[config.mk]
export PLATFORM = sky130hd
export DESIGN_NAME = dla_cell
export DESIGN_NICKNAME = d
export VERILOG_FILES = /design/src/design/dla_pkg.sv /design/src/design/dla_cell.sv
export SDC_FILE = /design/constraint.sdc
export NUM_CORES = 2
export LEC_CHECK = 0
export ABC_AREA = 0
export BUFFER_PORTS_ARGS = -buffer_cell sky130_fd_sc_hd__buf_2
export CORE_MARGIN = 10
export CORE_UTILIZATION = 60
export CTS_CLUSTER_DIAMETER = 80
export DETAILED_ROUTE_END_ITERATION = 12
export PLACE_DENSITY = 0.78
export SLEW_MARGIN = 20
export SYNTH_ARGS = -nofsm -noshare
export SYNTH_HDL_FRONTEND = slang
export SYNTH_SLANG_ARGS = --single-unit
[constraint.sdc]
create_clock -name clk -period 12.95 [get_ports clk]
set_clock_uncertainty 0.05 [all_clocks]
set_input_delay 0.6475 -clock clk [delete_from_list [all_inputs] [get_ports clk]]
set_output_delay 0.6475 -clock clk [all_outputs]
set_load 0.01 [all_outputs]
[src/design/dla_pkg.sv]
// ---------------------------------------------------------------------------
// dla_pkg: shared types and constants
// Payload structs, operation and register codes, and the exp(-t) step table.
// ---------------------------------------------------------------------------
package dla_pkg;

  localparam int IN_DIM_MAX  = 256;
  localparam int OUT_DIM_MAX = 32;
  localparam int DATA_W      = 16;
  localparam int FRAC_BITS   = 12;
  localparam int ACC_W       = 42;
  localparam int ROW_W       = 8;
  localparam int COL_W       = 5;
  localparam int IN_CNT_W    = 9;
  localparam int OUT_CNT_W   = 6;
  localparam int EXP_STEPS   = 17;
  localparam int QUO_W       = 13;
  localparam int CFG_IDX_W   = 2;
  localparam int CFG_DATA_W  = 9;

  localparam logic [1:0] OP_WEIGHT = 2'd0;
  localparam logic [1:0] OP_BIAS   = 2'd1;
  localparam logic [1:0] OP_ELEM   = 2'd2;

  localparam logic [1:0] ACT_SIGMOID = 2'd0;
  localparam logic [1:0] ACT_TANH    = 2'd1;
  localparam logic [1:0] ACT_RELU    = 2'd2;

  localparam logic [CFG_IDX_W-1:0] CFG_MODE    = 2'd0;
  localparam logic [CFG_IDX_W-1:0] CFG_IN_DIM  = 2'd1;
  localparam logic [CFG_IDX_W-1:0] CFG_OUT_DIM = 2'd2;

  typedef struct packed {
    logic [1:0]              operation;
    logic [ROW_W-1:0]        weight_row;
    logic [COL_W-1:0]        feature_col;
    logic signed [DATA_W-1:0] data_value;
  } in_item_t;

  typedef struct packed {
    logic signed [DATA_W-1:0] feature_value;
    logic [COL_W-1:0]        feature_index;
    logic                    last_feature;
  } out_item_t;

  typedef struct packed {
    logic                    mac_en;
    logic                    first;
    logic                    shift;
    logic signed [DATA_W-1:0] data;
    logic signed [DATA_W-1:0] elem;
    logic [ROW_W-1:0]        waddr;
    logic [ROW_W-1:0]        raddr;
  } cell_ctrl_t;

  typedef logic [31:0] exp_tab_t [EXP_STEPS];

  // exp(-2^k / 2^FRAC_BITS) in Q0.32, by repeated rounded squaring
  function automatic exp_tab_t exp_table();
    exp_tab_t    t;
    logic [63:0] b;
    b = 64'd4293918848;
    for (int i = 0; i < EXP_STEPS; i++) begin
      t[i] = b[31:0];
      b = (b * b + 64'h8000_0000) >> 32;
    end
    return t;
  endfunction

endpackage

[src/design/dla_cell.sv]
// ---------------------------------------------------------------------------
// dla_cell: one feature cell
// Weight column memory, bias word and accumulator; shifts toward cell 0.
// ---------------------------------------------------------------------------
module dla_cell (
  input  logic                              clk,
  input  dla_pkg::cell_ctrl_t               ctrl,
  input  logic                              wsel,
  input  logic                              bsel,
  input  logic signed [dla_pkg::ACC_W-1:0]  acc_in,
  output logic signed [dla_pkg::ACC_W-1:0]  acc_out
);

  logic signed [dla_pkg::DATA_W-1:0] wmem [dla_pkg::IN_DIM_MAX];
  logic signed [dla_pkg::DATA_W-1:0] w_q_r;
  logic signed [dla_pkg::DATA_W-1:0] bias_r;
  logic signed [dla_pkg::ACC_W-1:0]  acc_r, acc_nxt, acc_base;
  logic signed [2*dla_pkg::DATA_W-1:0] prod;

  always_ff @(posedge clk) begin
    if (wsel) begin
      wmem[ctrl.waddr] <= ctrl.data;
    end
    w_q_r <= wmem[ctrl.raddr];
  end

  always_ff @(posedge clk) begin
    if (bsel) begin
      bias_r <= ctrl.data;
    end
  end

  always_comb begin
    prod     = ctrl.elem * w_q_r;
    acc_base = ctrl.first ? (dla_pkg::ACC_W'(bias_r) <<< dla_pkg::FRAC_BITS) : acc_r;
    acc_nxt  = acc_r;
    if (ctrl.shift) begin
      acc_nxt = acc_in;
    end else if (ctrl.mac_en) begin
      acc_nxt = acc_base + dla_pkg::ACC_W'(prod);
    end
  end

  always_ff @(posedge clk) begin
    acc_r <= acc_nxt;
  end

  assign acc_out = acc_r;

endmodule

==> impl_results.md <==
* Mapped Area at 172,000 um2
* Crit start category: register
* Setup crit end kind: register
* Initial antenna violation count at 43
* Final Hold Slack at 0.0295 ns
* Capturing point of the worst reg2reg path: acc_out[41]
* Maximum vdd ir drop at 864 uV
* CTS H-tree depth at 5
* Fmax at 126 MHz
* Yosys reg bits at 4,170
* Max Cap Violations at 0
* DRT Wirelength at 471,000 um
* Worst-case reg-to-reg path depth at 22
* DRC errors left at 0
* Pre-CTS WS at 4.92 ns
* Main synth FF type: edfxtp_1
* Met2 GRT Util at 0.469
* Die width at 555 um
* Syn_nets at 8,293
* Slowest cell on crit path: fa_1
* Area of the multi-input gates at 43,600 um2
* Min Tclk post-route at 7.91 ns
* Max-slew headroom at 0.102
* Worst Max-Slew Pin Slew at 1.34 ns
* Met1 usage at 0.395
* I/O Buffers at 137
* Peak fanout along the critical path at 16
* First-pass GRT wire length at 659,000 um
* Io pins at 138
* Clk Latency, worst-skew pair at 0.99 ns
* Slowest stage delay, CP at 0.87 ns
* PnR worst setup slack at 5.04 ns
* All-layer global routing usage at 0.296
* Register-to-register setup slack at 5.04 ns
* Syn_area_per_cell at 22.2 um2
* Crit path cell chain: nand2_1 -> inv_1 -> fa_1 -> inv_1 -> fa_1 -> fa_1 -> inv_1 -> fa_1 -> fa_1 -> inv_1 -> fa_1 -> inv_1 -> ha_1 -> and4_1 -> and3_1 -> a22o_1 -> o31ai_1 -> a211oi_1 -> o221a_2 -> o41ai_1 -> and3_1 -> o31ai_1
* Number of fill cells at 16,500
* Met3 usage in global routing at 0.0781
* Post-cts resize count at 0
* Ys Warns at 0
* Hold path depth at 3
* Die area at 308,000 um2
* Endpoints failing hold at 0
* Most frequent CP cell: fa_1
* Worst EP required at 13.52 ns
* Lkg Pwr at 62.8 nW
* RSZ-0062 raised after global routing: false
* Sequential share of the synthesized area at 0.728
* Worst setup path category: reg2reg
* Clk sinks at 4,170
* Setup-failing EPs final at 0
* WL/cell at 38.1 um
* Register area at 125,000 um2
* Asr flop ratio synth at 0
* Vias per inst at 7.02
* Top delay family on crit path: adder cells
* Fin nets at 8,830
* Starting Density at 0.603
* GR peak layer: met2
* Share of layout cells above drive strength 1 at 0.285
* Cts hold-fix bufs at 38
* CTS Buf Count at 407
* Clock Pin Slew Worst Setup and Hold Paths at 0.06 ns
* Min-Delay Endpoint: acc_out[36]
* Die height at 555 um
* First drt pass iteration count at 6
* Total negative slack at 0 ns
* Buf+Inv Stages, Crit Path at 5
* Initial DRC count at 13,900
* Min-delay src: acc_in[36]
* EDFF count, synth at 4,154
* Reg-to-reg startpoint: w_q_r[1]
* CORE AREA at 285,000 um2
* Root Driver: clkbuf_16
* Remaining antenna violation count at 0
* Largest buffer count on any clock path at 4
* Post-DP HPWL at 241,000 um
* Grt total ovfl at 0
* Largest net degree at the start of global routing at 163
* Area grow syn2layout at 11.9%
* Most common cell after layout, fill and taps aside: edfxtp_1
* Final Wtd Congestion at 0.859
* Via count at 86,900
* Status: finished clean
* Vias in the first global route at 88,300
* Count of different cell masters after synthesis at 56
* Max Slew Vio Count at 0
* Commonest non-fill, non-tap cells in the layout: edfxtp_1, mux4_2, inv_1
* CTS tree: yes
* Cell count after synthesis at 7,740
* Critical Path AT at 8.49 ns
* PD cells at 257 nW/um2
* Hold Path Class: in2reg
* Row cnt at 196
* Final period utilization at 0.611
* Setup Fix Bufs, Post-CTS at 0
==> where the power goes <==
part	internal (W)	leakage, nW	switching [W]
clock network	0.00661	6.37	0.00525
logic	0.00914	18.9	0.0129
registers	0.0154	37.5	0.000120
total	0.0311	62.8	0.0183
==> state kept, by name, indices dropped and copies added (netlist names) <==
signal,cells
bias_r,16
w_q_r,16
wmem,4096
acc_out,42
==> synthesized netlist by cell type, types with 2 or more instances <==
cell	n	area, um2
a21oi_1	36	180
edfxtp_1	4154	125000
a2111oi_0	3	26.3
xor2_1	15	131
clkbuf_1	264	991
buf_2	62	310
nand2_1	194	728
or3_1	3	18.8
and3_1	9	56.3
and4_1	3	26.3
o31ai_1	7	52.6
a31o_2	4	35.0
fa_1	338	6770
nand4_1	15	93.8
and2_1	120	751
or2_2	2	12.5
a21o_1	15	113
nor3b_1	2	15.0
a211oi_1	7	52.6
xnor2_1	21	184
inv_1	434	1630
nor2b_1	23	144
nor3_1	5	25.0
nand3_1	28	140
a31oi_1	2	12.5
buf_1	70	263
mux4_2	1360	30600
o21a_1	5	37.5
nand2b_1	5	31.3
o21ai_0	64	320
mux2_2	20	225
ha_1	119	1490
o21bai_1	7	52.6
dfxtp_1	16	320
nor2_1	286	1070
o41ai_1	2	17.5
==> final cells by class <==
class / instances / area share
clock inverter: 255 / 0.0131
inverter: 434 / 0.00847
sequential: 4170 / 0.650
multi-input combinational: 2738 / 0.227
timing repair buffer: 526 / 0.0217
antenna: 14 / 0.000182
clock buffer: 482 / 0.0549
tap: 3762 / 0.0245
==> worst register-to-register path: stages (launching register included) <==
cell and delay [ns]:
dfxtp_1 0.51, nand2_1 0.27, inv_1 0.09, fa_1 0.67
inv_1 0.13, fa_1 0.87, fa_1 0.51, inv_1 0.09
fa_1 0.41, fa_1 0.50, inv_1 0.05, fa_1 0.49
inv_1 0.04, ha_1 0.38, and4_1 0.26, and3_1 0.18
a22o_1 0.23, o31ai_1 0.66, a211oi_1 0.27, o221a_2 0.33
o41ai_1 0.31, and3_1 0.22, o31ai_1 0.06
==> worst max-delay path by stage <==
stage / from / to / slack (ns) / cells after the start
6_report: w_q_r[1] / acc_out[41] / 5.04 / 22
5_1_grt: w_q_r[1] / acc_out[41] / 4.63 / 22
4_1_cts: w_q_r[1] / acc_out[41] / 5.16 / 22
3_5_place_dp: ctrl[31] / acc_out[41] / 4.92 / 23
3_3_place_gp: ctrl[31] / acc_out[41] / 4.90 / 23
2_1_floorplan: ctrl[31] / acc_out[41] / 5.90 / 24
==> logic make-up after synthesis <==
family          after synthesis  synth area share
flops                      4170             0.728
mux                        1381             0.180
compound gates              166           0.00596
buf+inv                     832            0.0187
xor+xnor                     36           0.00183
fa+ha+maj                   457            0.0480
simple gates                698            0.0183
==> through the flow <==
stage,area [um2],std cells,util,power [W]
2_1_floorplan,172000,7740,-,0.0322
3_3_place_gp,179000,11600,0.626,0.0367
3_5_place_dp,179000,11600,0.626,0.0374
4_1_cts,192000,12400,0.673,0.0491
6_report,192000,12400,0.674,0.0494
5_1_grt,192000,12400,0.674,0.0527
==> layer usage <==
layer | part of all wire | vias to the layer above
li1 | - | 32700
met1 | 0.33 | 45500
met2 | 0.49 | 7432
met3 | 0.12 | 1276
met4 | 0.055 | 40
met5 | 0.00064 | -
Power figures use the tool's default switching activity.
