File: src/design/dla_pkg.sv
// ---------------------------------------------------------------------------
// dla_pkg: shared types and constants
// Payload structs, operation and register codes, and the exp(-t) step table.
// ---------------------------------------------------------------------------
package dla_pkg;

  localparam int IN_DIM_MAX  = 256;
  localparam int OUT_DIM_MAX = 32;
  localparam int DATA_W      = 16;
  localparam int FRAC_BITS   = 12;
  localparam int ACC_W       = 42;
  localparam int ROW_W       = 8;
  localparam int COL_W       = 5;
  localparam int IN_CNT_W    = 9;
  localparam int OUT_CNT_W   = 6;
  localparam int EXP_STEPS   = 17;
  localparam int QUO_W       = 13;
  localparam int CFG_IDX_W   = 2;
  localparam int CFG_DATA_W  = 9;

  localparam logic [1:0] OP_WEIGHT = 2'd0;
  localparam logic [1:0] OP_BIAS   = 2'd1;
  localparam logic [1:0] OP_ELEM   = 2'd2;

  localparam logic [1:0] ACT_SIGMOID = 2'd0;
  localparam logic [1:0] ACT_TANH    = 2'd1;
  localparam logic [1:0] ACT_RELU    = 2'd2;

  localparam logic [CFG_IDX_W-1:0] CFG_MODE    = 2'd0;
  localparam logic [CFG_IDX_W-1:0] CFG_IN_DIM  = 2'd1;
  localparam logic [CFG_IDX_W-1:0] CFG_OUT_DIM = 2'd2;

  typedef struct packed {
    logic [1:0]              operation;
    logic [ROW_W-1:0]        weight_row;
    logic [COL_W-1:0]        feature_col;
    logic signed [DATA_W-1:0] data_value;
  } in_item_t;

  typedef struct packed {
    logic signed [DATA_W-1:0] feature_value;
    logic [COL_W-1:0]        feature_index;
    logic                    last_feature;
  } out_item_t;

  typedef struct packed {
    logic                    mac_en;
    logic                    first;
    logic                    shift;
    logic signed [DATA_W-1:0] data;
    logic signed [DATA_W-1:0] elem;
    logic [ROW_W-1:0]        waddr;
    logic [ROW_W-1:0]        raddr;
  } cell_ctrl_t;

  typedef logic [31:0] exp_tab_t [EXP_STEPS];

  // exp(-2^k / 2^FRAC_BITS) in Q0.32, by repeated rounded squaring
  function automatic exp_tab_t exp_table();
    exp_tab_t    t;
    logic [63:0] b;
    b = 64'd4293918848;
    for (int i = 0; i < EXP_STEPS; i++) begin
      t[i] = b[31:0];
      b = (b * b + 64'h8000_0000) >> 32;
    end
    return t;
  endfunction

endpackage

File: src/design/dla_act.sv
// ---------------------------------------------------------------------------
// dla_act: activation unit
// Round/saturate a sum, then sigmoid, tanh, ReLU or identity; output register.
// ---------------------------------------------------------------------------
module dla_act (
  input  logic                              clk,
  input  logic                              rst_n,
  input  logic                              start,
  input  logic signed [dla_pkg::ACC_W-1:0]  acc,
  input  logic [1:0]                        mode,
  input  logic [dla_pkg::COL_W-1:0]         idx,
  input  logic                              last,
  output logic                              rdy,
  output logic                              out_valid,
  input  logic                              out_ready,
  output dla_pkg::out_item_t                out_data
);

  localparam dla_pkg::exp_tab_t EXP_TAB = dla_pkg::exp_table();
  localparam logic [32:0] ONE_Q32 = 33'h1_0000_0000;

  typedef enum logic [2:0] {A_IDLE, A_EXP, A_PREP, A_DIV, A_OUT} ast_t;

  ast_t                 st_r;
  logic                 tanh_r, neg_r, pos_r;
  logic [16:0]          a_r;
  logic [4:0]           k_r;
  logic [32:0]          res_r;
  logic [44:0]          rem_r;
  logic [45:0]          dsh_r;
  logic [dla_pkg::QUO_W-1:0] q_r;
  dla_pkg::out_item_t   ob_r;

  logic signed [dla_pkg::ACC_W:0] t_sum, t_sh;
  logic signed [dla_pkg::DATA_W-1:0] v;
  logic [16:0]          v_abs;
  logic [64:0]          prod, prod_rnd;
  logic [33:0]          den;
  logic [32:0]          num;
  logic                 q_ge;
  logic [dla_pkg::QUO_W-1:0] q_nxt;
  logic signed [dla_pkg::DATA_W-1:0] q_val;

  always_comb begin
    t_sum = {acc[dla_pkg::ACC_W-1], acc} + (dla_pkg::ACC_W+1)'(2048);
    t_sh  = t_sum >>> dla_pkg::FRAC_BITS;
    if (t_sh > (dla_pkg::ACC_W+1)'(32767)) begin
      v = 16'sh7fff;
    end else if (t_sh < -(dla_pkg::ACC_W+1)'(32768)) begin
      v = 16'sh8000;
    end else begin
      v = t_sh[dla_pkg::DATA_W-1:0];
    end
    v_abs    = v[15] ? (17'd0 - {v[15], v}) : {1'b0, v};
    prod     = {32'd0, res_r} * {33'd0, EXP_TAB[k_r]};
    prod_rnd = prod + 65'h8000_0000;
    den      = {1'b0, ONE_Q32} + {1'b0, res_r};
    if (tanh_r) begin
      num = ONE_Q32 - res_r;
    end else begin
      num = pos_r ? ONE_Q32 : res_r;
    end
    q_ge  = ({1'b0, rem_r} >= dsh_r);
    q_nxt = {q_r[dla_pkg::QUO_W-2:0], q_ge};
    q_val = (tanh_r && neg_r) ? -dla_pkg::DATA_W'(q_nxt) : dla_pkg::DATA_W'(q_nxt);
  end

  always_ff @(posedge clk) begin
    if (!rst_n) begin
      st_r <= A_IDLE;
    end else begin
      case (st_r)
        A_IDLE: begin
          if (start) begin
            ob_r.feature_index <= idx;
            ob_r.last_feature  <= last;
            tanh_r <= (mode == dla_pkg::ACT_TANH);
            neg_r  <= v[15];
            pos_r  <= !v[15] && (v != 16'sd0);
            res_r  <= ONE_Q32;
            k_r    <= 5'd0;
            case (mode)
              dla_pkg::ACT_SIGMOID: begin
                a_r  <= v_abs;
                st_r <= A_EXP;
              end
              dla_pkg::ACT_TANH: begin
                a_r  <= v_abs << 1;
                st_r <= A_EXP;
              end
              dla_pkg::ACT_RELU: begin
                ob_r.feature_value <= v[15] ? 16'sd0 : v;
                st_r <= A_OUT;
              end
              default: begin
                ob_r.feature_value <= v;
                st_r <= A_OUT;
              end
            endcase
          end
        end
        A_EXP: begin
          if (a_r[k_r]) begin
            res_r <= prod_rnd[64:32];
          end
          k_r <= k_r + 5'd1;
          if (k_r == 5'(dla_pkg::EXP_STEPS - 1)) begin
            st_r <= A_PREP;
          end
        end
        A_PREP: begin
          rem_r <= ({12'd0, num} << dla_pkg::FRAC_BITS) + {12'd0, den[33:1]};
          dsh_r <= {12'd0, den} << dla_pkg::FRAC_BITS;
          q_r   <= '0;
          k_r   <= 5'd0;
          st_r  <= A_DIV;
        end
        A_DIV: begin
          if (q_ge) begin
            rem_r <= rem_r - dsh_r[44:0];
          end
          q_r   <= q_nxt;
          dsh_r <= dsh_r >> 1;
          k_r   <= k_r + 5'd1;
          if (k_r == 5'(dla_pkg::QUO_W - 1)) begin
            st_r <= A_OUT;
            ob_r.feature_value <= q_val;
          end
        end
        A_OUT: begin
          if (out_ready) begin
            st_r <= A_IDLE;
          end
        end
        default: st_r <= A_IDLE;
      endcase
    end
  end

  assign rdy       = (st_r == A_IDLE);
  assign out_valid = (st_r == A_OUT);
  assign out_data  = ob_r;

endmodule

File: config.mk
export PLATFORM = sky130hd
export DESIGN_NAME = dla_act
export DESIGN_NICKNAME = d
export VERILOG_FILES = /design/src/design/dla_pkg.sv /design/src/design/dla_act.sv
export SDC_FILE = /design/constraint.sdc
export NUM_CORES = 2
export LEC_CHECK = 0
export ABC_AREA = 1
export BUFFER_PORTS_ARGS = -buffer_cell sky130_fd_sc_hd__buf_2
export CAP_MARGIN = 5
export CORE_ASPECT_RATIO = 1.4
export CORE_MARGIN = 2
export CORE_UTILIZATION = 60
export DETAILED_ROUTE_END_ITERATION = 16
export PLACE_DENSITY = 0.77
export REMOVE_ABC_BUFFERS = 1
export SLEW_MARGIN = 25
export SYNTH_ARGS = -nofsm -noshare
export SYNTH_HDL_FRONTEND = slang
export SYNTH_SLANG_ARGS = --single-unit
File: constraint.sdc
create_clock -name clk -period 17.3 [get_ports clk]
set_input_delay 3.46 -clock clk [delete_from_list [all_inputs] [get_ports clk]]
set_output_delay 3.46 -clock clk [all_outputs]
set_load 0.005 [all_outputs]
==> run_results.csv <==
group,metric,value,unit
placed_design,postPlaceCellArea,0.05016,sq mm
timing,relSlewSlack,36.54,%
outcome,status,"finished, final reports clean",
timing,fmax,0.09532,GHz
placed_design,gp_congestion,1.056,
logic_synthesis,yosysWarnings,0,
final_layout,multi_input_area,0.03683,sq mm
placed_design,place.port_buffers,66,
die,die_h,340.6,microns
die,initial_core_util,60.55,%
logic_synthesis,synth_edf_count,183,
logic_synthesis,yosys-top-cells-area,"fa_1, edfxtp_1, inv_1",
global_route,grt_max_degree,82,
logic_synthesis,synth_area,0.04855,sq mm
job,maxCapViolCount,0,
final_layout,area_delta_synth_final,4.536,%
final_layout,register_area,0.005555,sq mm
critical_path,cp_slowest_cell,"clkinv_1",
logic_synthesis,yosysSeqAreaShare,11.44,%
critical_path,required,17.53,ns
critical_path,timing.rr.start,"k_r[0]$_SDFFCE_PN0P_",
min_path,hold_class,"flop to flop",
final_layout,drive_gt1_share,4.255,%
cts,cts-htree-levels,4,
timing,layout_min_cycle_time,10.49,ns
global_route,overflow,0,
logic_synthesis,yosys_most_used_dff,"edfxtp_1",
critical_path,critPathKind,"flop to flop",
cts,numCtsBuffers,17,
timing,period_share,60.64,%
logic_synthesis,synth_async_sr_flop_share,0,%
timing,tns,0,ns
logic_synthesis,yosys-top-cells-count,"inv_1, nor2_1, nand2_1",
final_layout,nNetsFinal,7521,
timing,tightest_slew,0.9461,ns
final_layout,fin_area,0.05075,sq mm
final_layout,final_cell_count_no_fill,7245,
logic_synthesis,syn_area_per_cell,7.821,sq um
timing,hold_viol,0,
global_route,grt_first_pass_wirelength,247400,microns
critical_path,end_kind,"flop",
critical_path,worstPathMaxFanout,17,
critical_path,reg2reg_to,"res_r[24]$_SDFFCE_PN0P_",
critical_path,regToRegSetupSlack,6.81,ns
critical_path,timing.critical_path.to,"res_r[24]$_SDFFCE_PN0P_",
die,io_pins,78,
route,first_iter_violations,3579,
logic_synthesis,synth_top_area_cell,"fa_1",
critical_path,worstPathArrival,10.72,ns
global_route,first_global_vias,45580,
timing,fin_worst_skew,0.01093,ns
critical_path,cp-startpoint,"k_r[0]$_SDFFCE_PN0P_",
timing,report.final.slew_viol_count,0,
cts,hold_buffers,0,
logic_synthesis,synth_most_common_cell,"inv_1",
cts,cts_tree,"yes",
route,drt-pass1-iter-count,8,
route,drtAntennaViolNets,0,
die,core_area,0.08018,sq mm
cts,cts_resized,0,
die,dieWidth,244.4,microns
global_route,grt_util_all_layers,39.35,%
timing,finalSetupViolCount,0,
route,routed-via-count,42340,
cts,post_cts_buffers,0,
cts,clock_tree.buffer_depth,2,
placed_design,place_ws,6.986,ns
placed_design,dp_hpwl,126100,microns
cts,cts_sinks,186,
final_layout,fillCellCount,7070,
die,die_area,0.08324,sq mm
route,vias_per_cell,5.844,
logic_synthesis,synth_cell_types,54,
global_route,grt_antenna_before_repair,3,
cts,clk_pin_slew,0.08,ns
critical_path,critPathLaunchType,"flop",
logic_synthesis,syn_inst,6207,
placed_design,dp_cells,7211,
logic_synthesis,yosysTopAreaCellShare,38.27,%
critical_path,critical-path-max-stage-delay,0.82,ns
critical_path,ff2ff_path_depth,32,
cts,insertion_delay,0.51,ns
cts,cts-root-buf,"clkbuf_16",
route,routedWlPerCell,21.82,microns
die,rows,123,
logic_synthesis,synth-seq-cells,186,
route,drcViolationCount,0,
route,drt_wl_total,158100,microns
timing,rsz0062_at_grt,"false",
timing,layout_setup_ws,6.809,ns
worst max-delay path, delay by kind of cell, from the launching register on:
kind	cells	cell delay, ns
AOI/OAI and AO/OA	2	0.76
adders and majority gates	10	5.16
buffers and inverters	7	1.71
DFF	1	0.66
and+or+nand+nor	13	1.89
registers in the layout, indices dropped and copies added, names as in the netlist, 3 cells and up:
register	cells
rem_r	45
k_r	5
out_data	22
res_r	33
dsh_r	46
q_r	12
a_r	17
st_r	3
how the worst min path moves through the flow:
stage	start	endpoint	slack (ns)	cells after the start
floorplan	dsh_r[13]$_DFFE_PP_	dsh_r[12]$_DFFE_PP_	0.53	2
global placement	dsh_r[37]$_DFFE_PP_	dsh_r[36]$_DFFE_PP_	0.54	2
detailed placement	dsh_r[29]$_DFFE_PP_	dsh_r[28]$_DFFE_PP_	0.55	2
CTS	dsh_r[32]$_DFFE_PP_	dsh_r[31]$_DFFE_PP_	0.56	2
global route	dsh_r[10]$_SDFFCE_PN0P_	dsh_r[9]$_SDFFCE_PN0P_	0.59	2
finish	dsh_r[32]$_DFFE_PP_	dsh_r[31]$_DFFE_PP_	0.56	2
kinds of logic (layout without fill, tap and decap cells):
family | count (synthesis) | in the layout | synth area share, %
fa+ha+maj | 1299 | 1299 | 47.83
compound gates | 706 | 706 | 7.930
flops | 186 | 186 | 11.44
other cells | 0 | 2 | 0
simple gates | 2314 | 2314 | 18.99
buf+inv | 1647 | 1621 | 12.81
xor+xnor | 52 | 52 | 0.9381
mux | 3 | 3 | 0.06443
cells in the final DEF (no fill, tap or decap), types with 21 or more instances in the layout:
| master | n |
|---|---|
| buf_4 | 106 |
| xnor2_1 | 24 |
| buf_2 | 66 |
| nand3_1 | 140 |
| nand4_1 | 33 |
| xor2_1 | 28 |
| ha_1 | 371 |
| o21ai_0 | 264 |
| edfxtp_1 | 183 |
| nand2_1 | 979 |
| nor4_1 | 21 |
| o21ai_1 | 21 |
| nor2_1 | 1051 |
| nor3_1 | 41 |
| clkinv_1 | 28 |
| a31oi_1 | 37 |
| fa_1 | 928 |
| inv_1 | 1377 |
| a21oi_1 | 283 |
| o21a_1 | 35 |
layer usage:
layer / global-route usage, % / vias to the layer above / part of all wire (%)
met2: 65.32 / 2298 / 47
met3: 9.476 / 859 / 10
met4: 31.20 / 6 / 10
met1: 43.27 / 20500 / 32
met5: 0 / - / 0.022
li1: - / 18680 / -
metrics by stage:
| stage | hold WS, ns | util (%) |
|---|---|---|
| 6_report | 0.5611 | 63.29 |
| 5_1_grt | 0.5907 | 63.29 |
| 4_1_cts | 0.5633 | 63.29 |
| 3_5_place_dp | 0.5461 | 62.56 |
| 3_3_place_gp | 0.5363 | 62.56 |
| 2_1_floorplan | 0.5251 | - |
area by class of cell:
type                       count  share of cell area, %
multi-input combinational   4374                  72.57
sequential                   186                  10.95
inverter                    1417                  10.49
tap                         1062                  2.618
timing repair buffer         172                  2.219
clock buffer                  17                 0.8382
clock inverter                15                 0.3106
antenna                        2               0.009862
Power is not shown: default switching activity piles up to over one toggle a cycle in this logic, so the estimate is an artifact.
